--- config.mk ---
export PLATFORM = sky130hd
export DESIGN_NAME = spuf_nbr
export DESIGN_NICKNAME = d
export VERILOG_FILES = /design/src/rtl/spuf_pkg.sv /design/src/rtl/spuf_nbr.sv
export SDC_FILE = /design/constraint.sdc
export NUM_CORES = 1
export LEC_CHECK = 0
export ABC_AREA = 1
export BUFFER_PORTS_ARGS = -buffer_cell sky130_fd_sc_hd__buf_2
export CAP_MARGIN = 20
export CELL_PAD_IN_SITES_DETAIL_PLACEMENT = 1
export CELL_PAD_IN_SITES_GLOBAL_PLACEMENT = 1
export CORE_MARGIN = 4
export CORE_UTILIZATION = 33
export DETAILED_ROUTE_END_ITERATION = 16
export PLACE_DENSITY = 0.83
export RECOVER_POWER = 25
export SYNTH_ARGS = -nofsm -noshare
export SYNTH_HDL_FRONTEND = slang
export SYNTH_SLANG_ARGS = --single-unit
--- constraint.sdc ---
create_clock -name vclk -period 1.56
set_input_delay 0.156 -clock vclk [all_inputs]
set_output_delay 0.156 -clock vclk [all_outputs]
set_load 0.02 [all_outputs]
--- src/rtl/spuf_pkg.sv ---
`default_nettype none

package spuf_pkg;

    localparam int SIDE_DEF = 32;

    localparam int SITE_W = 10;
    localparam int SIZE_W = 11;
    localparam int KIND_W = 2;
    localparam int DIR_W  = 2;

    localparam int IN_TDATA_W  = 16;
    localparam int OUT_TDATA_W = 24;

    localparam int DIV_SHIFT = 20;

    localparam logic [KIND_W-1:0] KIND_MERGE   = 2'd0;
    localparam logic [KIND_W-1:0] KIND_SUMMARY = 2'd1;
    localparam logic [KIND_W-1:0] KIND_ERROR   = 2'd2;

    localparam logic FUNC_CLEAR  = 1'b0;
    localparam logic FUNC_OCCUPY = 1'b1;

    localparam logic [DIR_W-1:0] DIR_RIGHT = 2'd0;
    localparam logic [DIR_W-1:0] DIR_LEFT  = 2'd1;
    localparam logic [DIR_W-1:0] DIR_DOWN  = 2'd2;
    localparam logic [DIR_W-1:0] DIR_UP    = 2'd3;

endpackage

`default_nettype wire

--- src/rtl/spuf_nbr.sv ---
`default_nettype none

module spuf_nbr #(
    parameter int  SIDE   = spuf_pkg::SIDE_DEF,
    localparam int NSITES = SIDE * SIDE,
    localparam int AW     = $clog2(NSITES),
    localparam int CW     = $clog2(SIDE)
) (
    input  wire logic [AW-1:0]               site,
    input  wire logic [CW-1:0]               col,
    input  wire logic [spuf_pkg::DIR_W-1:0]  dir,
    output logic      [AW-1:0]               nb
);

    logic [31:0] s;
    logic [31:0] c;
    logic [31:0] n;

    always_comb
    begin
        s = 32'(site);
        c = 32'(col);
        case (dir)
            spuf_pkg::DIR_RIGHT:
            begin
                n = (c == 32'(SIDE - 1)) ? s + 32'd1 - 32'(SIDE) : s + 32'd1;
            end
            spuf_pkg::DIR_LEFT:
            begin
                n = (c == 32'd0) ? s + 32'(SIDE - 1) : s - 32'd1;
            end
            spuf_pkg::DIR_DOWN:
            begin
                n = (s + 32'(SIDE) >= 32'(NSITES)) ? s + 32'(SIDE) - 32'(NSITES)
                                                    : s + 32'(SIDE);
            end
            default:
            begin
                n = (s >= 32'(SIDE)) ? s - 32'(SIDE) : s + 32'(NSITES - SIDE);
            end
        endcase
        nb = n[AW-1:0];
    end

endmodule

`default_nettype wire

== After elaboration in Yosys (flattened, before gate mapping) ==
Index checks and enable logic that the tools add are counted.

* Register bits after elaboration: 0
* Bits in latches: 0
* Memory bits (writable): 0
* Memory bits (read-only): 0
* Input bits: 17
* Memories: 0

* Add/sub/neg operators: 8
* $mul: 0
* Divide/modulo/power cells: 0
* Magnitude comparators: 2
* Equal/unequal tests: 3
* Shifts and indexed selects: 0
* Multiplexer cells: 5
* Bitwise operators: 0
* Reduce and logical (&&, ||, !) cells: 2

{| class="wikitable"
|+ Operator list
! cell !! count
|-
| two-way mux 10 bit || 4
|-
| one-hot mux 10 bit (3 select lines) || 1
|-
| subtractor 10 x 1 -> 10 bit (second input constant) || 2
|-
| subtractor 10 x 6 -> 10 bit (second input constant) || 2
|-
| adder 10 x 6 -> 11 bit (second input constant) || 1
|-
| >= comparator 11 bit (second input constant) || 1
|-
| adder 10 x 1 -> 10 bit (second input constant) || 1
|-
| adder 10 bit (second input constant) || 1
|-
| adder 10 x 5 -> 10 bit (second input constant) || 1
|-
| >= comparator 10 x 6 -> 1 bit (second input constant) || 1
|-
| == test 5 bit (second input constant) || 1
|-
| logical NOT 5 bit || 1
|-
| == test 2 x 1 -> 1 bit (second input constant) || 1
|-
| == test 2 bit (second input constant) || 1
|-
| logical NOT 2 bit || 1
|}

== Longest topological paths before layout ==
Gate-level depths: netlist of the first run.

* Word-level depth: 4
* Gate-level depth with buffers: 14
* Gate-level depth less buffers: 14

== Worst setup path before layout of the first run ==
No wires, ideal clock.

* Path type: input-to-output
* Start point: input col[3]
* End point: output nb[9]
* Arrival time: 1.508 ns
* Path slack: -0.104 ns
* Cell stages on the path: 10
* Path through: nor2_1 -> nand3_1 -> ha_1 -> a21o_1 -> a21oi_1 -> nand3_1 -> nand3_1 -> nand2_1 -> inv_1 -> nand3_1

* Cells in the longest elaborated chain, start to end: 3
* Elaborated cells between the ends (all ways): 5
* Classes of those cells: 1 x eq/ne; 3 x mux; 1 x reduce/logical

{| class="wikitable"
|+ RTL lines
! item !! line !! RTL
|-
| start, declared || spuf_nbr.sv:10 || <nowiki>input wire logic [CW-1:0] col,</nowiki>
|-
| == test 5 bit / logical NOT 5 bit (equally long branches) || spuf_nbr.sv:26, spuf_nbr.sv:30 ||
|-
| two-way mux 10 bit (on tied branches) || spuf_nbr.sv:26, spuf_nbr.sv:30 ||
|-
| one-hot mux 10 bit (3 select lines) (*) || spuf_nbr.sv:23 || <nowiki>case (dir)</nowiki>
|-
| end, declared || spuf_nbr.sv:12 || <nowiki>output logic [AW-1:0] nb</nowiki>
|}

Mark *: on every way between the ends. The rest lies on a longest branch, timed or not.

== Worst setup path in the final report of the first run ==
* Start point: input col[1]
* End point: output nb[8]

Same word-level chain as after synthesis.

==> results of run 1 <==
-- Yosys cell counts --
library cell,count,area share [%]
o211ai_1,1,0.76
buf_6,1,1.1
o21bai_1,2,1.5
nand2_1,54,21
a21oi_1,4,2.0
xor2_1,3,2.7
a221oi_1,1,0.89
nor2_2,1,0.63
and2_1,1,0.63
nor2_1,17,6.5
nor2_4,3,3.4
nand3_2,1,1.0
o2111ai_1,1,0.89
nand4_1,7,4.4
nand2_4,1,1.1
inv_1,31,12
nand3_1,31,16
o21ai_0,9,4.6
nand3b_1,2,1.5
xnor2_1,1,0.89
inv_2,2,0.76
o21ai_1,2,1.0
buf_4,1,0.76
a21o_1,1,0.76
nand2_2,4,2.5
ha_1,9,11
-- worst max path at each step --
stage          startpoint  endpoint  slack, ns  cells past startpoint
2_1_floorplan     site[0]     nb[9]       0.02                     14
3_3_place_gp       col[3]     nb[9]      -0.31                     12
3_5_place_dp      site[0]     nb[9]      -0.40                     16
4_1_cts            col[0]     nb[9]      -0.26                     14
5_1_grt            col[1]     nb[8]      -0.37                     14
6_report           col[1]     nb[8]      -0.24                     14
-- layer usage --
| layer | part of all wire (%) | vias to the layer above | global-route usage [%] |
|---|---|---|---|
| met5 | 0 | - | 0 |
| met3 | 3.6 | 6 | 1.80 |
| li1 | - | 746 | - |
| met1 | 42 | 703 | 25.4 |
| met2 | 53 | 34 | 42.5 |
| met4 | 1.4 | 0 | 4.41 |
-- logic make-up (layout without fill, tap and decap cells) --
kind of cell	Yosys count	count (layout)
AND/OR/NAND/NOR	122	122
buffers and inverters	35	94
AO/OA/AOI/OAI	21	21
adder cells (fa/ha/maj)	9	9
XOR/XNOR	4	4
-- power by group --
part / internal [W] / switching, W
clock network: 0 / 0
registers: 0 / 0
logic: 0.000218 / 0.000274
total: 0.000218 / 0.000274
-- per-stage QoR --
| stage | cells | setup TNS, ns | hold WS, ns |
|---|---|---|---|
| after floorplan | 191 | 0 | 0.440 |
| after CTS | 279 | -0.872 | 0.742 |
| after global routing | 281 | -1.48 | 0.767 |
| after detailed placement | 278 | -1.38 | 0.742 |
| final | 281 | -0.770 | 0.735 |
| after global placement | 278 | -1.12 | 0.721 |
-- what timing repair did --
action,CTS,global route
gates cloned,0,0
endpoints found under the setup margin,5,6
buffers inserted,1,2
pin swaps,32,15
gates resized for setup,43,18
endpoints found under the hold margin,0,0
-- final cells by class --
type | instances | area (sq um) | share of cell area, %
repair buffers | 61 | 453 | 27.1
inverters | 33 | 124 | 7.42
well taps | 31 | 38.8 | 2.32
multi-input cells | 156 | 1050 | 63.1
-- cells in the final DEF, fill, tap and decap left out, drive strengths merged --
| cell type | netlist | final |
|---|---|---|
| a21o | 1 | 1 |
| a21oi | 4 | 4 |
| a221oi | 1 | 1 |
| and2 | 1 | 1 |
| buf | 2 | 59 |
| clkbuf | 0 | 2 |
| ha | 9 | 9 |
| inv | 33 | 33 |
| nand2 | 59 | 59 |
| nand3 | 32 | 32 |
| nand3b | 2 | 2 |
| nand4 | 7 | 7 |
| nor2 | 21 | 21 |
| o2111ai | 1 | 1 |
| o211ai | 1 | 1 |
| o21ai | 11 | 11 |
| o21bai | 2 | 2 |
| xnor2 | 1 | 1 |
| xor2 | 3 | 3 |
==> impl_metrics.yaml, run 1 <==
run_status:
  status: "finished with violations"
  violations: "negative setup slack"
synth:
  synthCells: 191
  synthAdderAreaFrac_pct: 11.4
  syn_area_per_cell_sq_um: 5.16
  netlist_area_sq_um: 986
  synth_fp_nets: 217
  muxShareOfSynthArea_pct: 0
  yosys.cell_types.count: 26
  seq_area_frac_synth_pct: 0
  yosys_warnings: 0
  synth_compound_area_share_pct: 12.4
  synth_top_family_by_area: "simple AND/OR/NAND/NOR gates"
  synthXorXnorAreaFrac_pct: 3.55
  synth-simple-area-share_pct: 58.1
timing:
  post-route-period-util_pct: 115
  setup_viol_count_final: 5
  min_period_ns: 1.80
  rsz0062_at_grt: "yes"
  worst_slack_ns: -0.241
  report.final.slew_viol_count: 0
  max_freq_mhz: 555
  relSlewSlack_pct: 72.3
  hold_violations: 0
  max_slew.worst_pin.slew_ns: 0.414
drt:
  wirelength_microns: 4270
  vias: 1489
  first_pass_iters: 4
  vias_per_cell: 5.30
  ant_nets: 0
  drt_iter0_drc: 26
  drc_errors: 0
  wl_per_cell_microns: 15.2
global_route:
  grt_max_degree: 11
  antenna_found_initial: 0
  overflow: 0
  grt_pass1_wl_microns: 7180
  gr-usage-all-layers_pct: 21.8
  grt_pass1_vias: 1588
setup_path:
  cp_max_fo: 5
  cp_common_cell: "nand2_1"
  worstPathArrival_ns: 1.65
  critPathLaunchType: "primary input"
  crit_path_top_delay_cell: "ha_4"
  path_delay_family: "simple AND/OR/NAND/NOR gates"
  crit_chain: "buf_8 > nor2_4 > nand3_4 > ha_4 > nand2_4 > a21oi_4 > nor2_2 > nand2_1 > nand2_1 > nand3_1 > nand2_1 > inv_2 > nand3_2 > buf_6"
  end_kind: "output pin"
  cpPeakStageDelay_ns: 0.35
  crit_type: "in2out"
  crit_buf_inv: 3
  cp.required_ns: 1.40
final_layout:
  final_core_util_pct: 59.5
  nets: 278
  nClkBuffers: 0
  area_delta_synth_final_pct: 69.3
  n_fill_cell: 393
  drive_gt1_share_pct: 44.4
  flops_and_latches: 0
  antenna_cells: 0
  finalInstanceArea_sq_mm: 0.00167
  regArea_sq_um: 0
worst_hold_path:
  hold-path-endpoint: "nb[1]"
  hold_depth: 4
  hold_start: "dir[1]"
  holdCritPathClass: "in2out"
floorplan:
  die_h_microns: 62.7
  start_util_pct: 35.1
  rows: 19
  boundaryPins: 27
  core_region_area_sq_mm: 0.00281
  die_area_sq_mm: 0.00393
  fp.dieW_microns: 62.7
power_and_ir_drop:
  power.density_mw_per_mm2: 295
  p_leak_nw: 0.868
  power_w: 0.000492
  ir_worst_vdd_mv: 0.136
place:
  dp_hpwl_microns: 3320
  place_ws_ns: -0.403
  gp_congestion: 0.870
  port_buffers: 27
  place_area_sq_mm: 0.00146
run:
  maxCapViolCount: 0
cts:
  cts_hold_buf: 0
No activity file was read; power rests on OpenSTA's default activity.
==> inputs of run 2 (changes only) <==
==> constraint.sdc (replaced) <==
create_clock -name vclk -period 1.56
set_input_delay 0.234 -clock vclk [all_inputs]
set_output_delay 0.234 -clock vclk [all_outputs]
set_load 0.02 [all_outputs]
==> run 2 against run 1 <==
Against the previous run: the flow still finishes with violations (negative setup slack); combinational power grew 23%; first-iteration DRC count grew to 6.2 times the previous value; global-route usage grew 2.8 points; design area grew 13%; sequential share of layout area is the same; critical path depth is the same; highest routed layer unchanged.
==> impl_metrics.yaml, run 2 (same netlist as run 1, synthesis figures left out) <==
final_layout:
  nClkBuffers: 0
  area_delta_synth_final_pct: 91.9
  final_core_util_pct: 67.4
  finalInstanceArea_sq_mm: 0.00189
  regArea_sq_um: 0
  nets: 287
  flops_and_latches: 0
  n_fill_cell: 365
  drive_gt1_share_pct: 53.7
  final_common_cell: "buf_4"
  antenna_cells: 0
  most-common-layout-cells: "buf_4, nand2_1, nand3_1, inv_1"
run:
  maxCapViolCount: 0
setup_path:
  crit_buf_inv: 4
  crit_path_top_delay_cell: "ha_4"
  cpPeakStageDelay_ns: 0.37
  cp_max_fo: 5
  cp.required_ns: 1.33
  path_delay_family: "simple AND/OR/NAND/NOR gates"
  critPathLaunchType: "primary input"
  worstPathArrival_ns: 1.85
  cp_common_cell: "nand2_1"
  crit_type: "in2out"
  crit_chain: "buf_8 > nor2_4 > nand3_4 > ha_4 > nand2_4 > inv_2 > nand4_1 > nand2_1 > nand2_1 > nand3_1 > nand2_1 > inv_1 > nand3_2 > buf_6"
  end_kind: "output pin"
drt:
  drt_iter0_drc: 161
  wl_per_cell_microns: 23.0
  first_pass_iters: 5
  vias: 1801
  ant_nets: 0
  vias_per_cell: 6.21
  wirelength_microns: 6660
  drc_errors: 0
run_status:
  status: "finished with violations"
  violations: "negative setup slack"
power_and_ir_drop:
  power_w: 0.000604
  ir_worst_vdd_mv: 0.183
  power.density_mw_per_mm2: 319
  p_leak_nw: 0.932
global_route:
  antenna_found_initial: 0
  gr-usage-all-layers_pct: 24.6
  grt_max_degree: 8
  grt_pass1_wl_microns: 7980
  overflow: 0
  grt_pass1_vias: 1763
floorplan:
  boundaryPins: 27
  die_h_microns: 62.7
  die_area_sq_mm: 0.00393
  fp.dieW_microns: 62.7
  start_util_pct: 35.1
  core_region_area_sq_mm: 0.00281
  rows: 19
timing:
  worst_slack_ns: -0.527
  hold_violations: 0
  rsz0062_at_grt: "yes"
  max_freq_mhz: 479
  min_period_ns: 2.09
  relSlewSlack_pct: 73.0
  hold_ws_ns: 0.877
  setup_viol_count_final: 9
  max_slew.worst_pin.slew_ns: 0.403
  post-route-period-util_pct: 134
  report.final.slew_viol_count: 0
place:
  dp_hpwl_microns: 3700
  place_area_sq_mm: 0.00157
  port_buffers: 27
  gp_congestion: 0.794
  place_ws_ns: -0.467
worst_hold_path:
  holdCritPathClass: "in2out"
[run 2: cell types whose count changed in the layout (fill, tap and decap cells not counted), moves of 3 or more]
cell	delta
o21ai_0	-3
inv_2	+4
inv_1	-6
nand3_2	+3
nand3_1	-4
nor2_4	+3
nand2_2	+6
buf_4	+5
buf_2	-3
buf_6	+5
nand2_1	-6
nor2_2	-4
[run 2: final cells by class]
class / instances / area [sq um] / share of cell area [%]
tap: 31 / 38.8 / 2.05
timing repair buffer: 70 / 579 / 30.6
inverter: 33 / 130 / 6.88
multi-input combinational: 156 / 1140 / 60.5
[run 2: worst paths after layout]
path | from | endpoint | slack (ns) | depth (start not counted)
min | site[0] | nb[0] | 0.88 | 4
max | col[2] | nb[8] | -0.53 | 14
[run 2: stage by stage]
stage                     cells  TNS, ns
after global routing        290    -2.96
after CTS                   285    -1.85
after global placement      282    -1.57
after floorplan             191   -0.159
after detailed placement    282    -2.07
final                       290    -2.34
[run 2: worst min-delay path, cell delays in order]
cell and delay (ns):
buf_8 0.09, buf_4 0.10, xnor2_1 0.05, clkbuf_1 0.16
[run 2: routing by layer]
metal	global-route usage [%]	share of wire (%)	vias up
li1	-	-	762
met1	25.2	36	854
met2	50.9	51	139
met3	1.26	7.7	46
met4	9.37	6.0	0
met5	0	0	-
[run 2: power by group]
group / switching (W) / internal (W)
clock: 0 / 0
combinational: 0.000345 / 0.000260
sequential: 0 / 0
[run 2: what timing repair did]
action | CTS | global route
resized for setup | 39 | 45
setup buffers | 3 | 7
pin swaps | 21 | 26
endpoints found under the setup margin | 7 | 9
hold buffers | 0 | 0
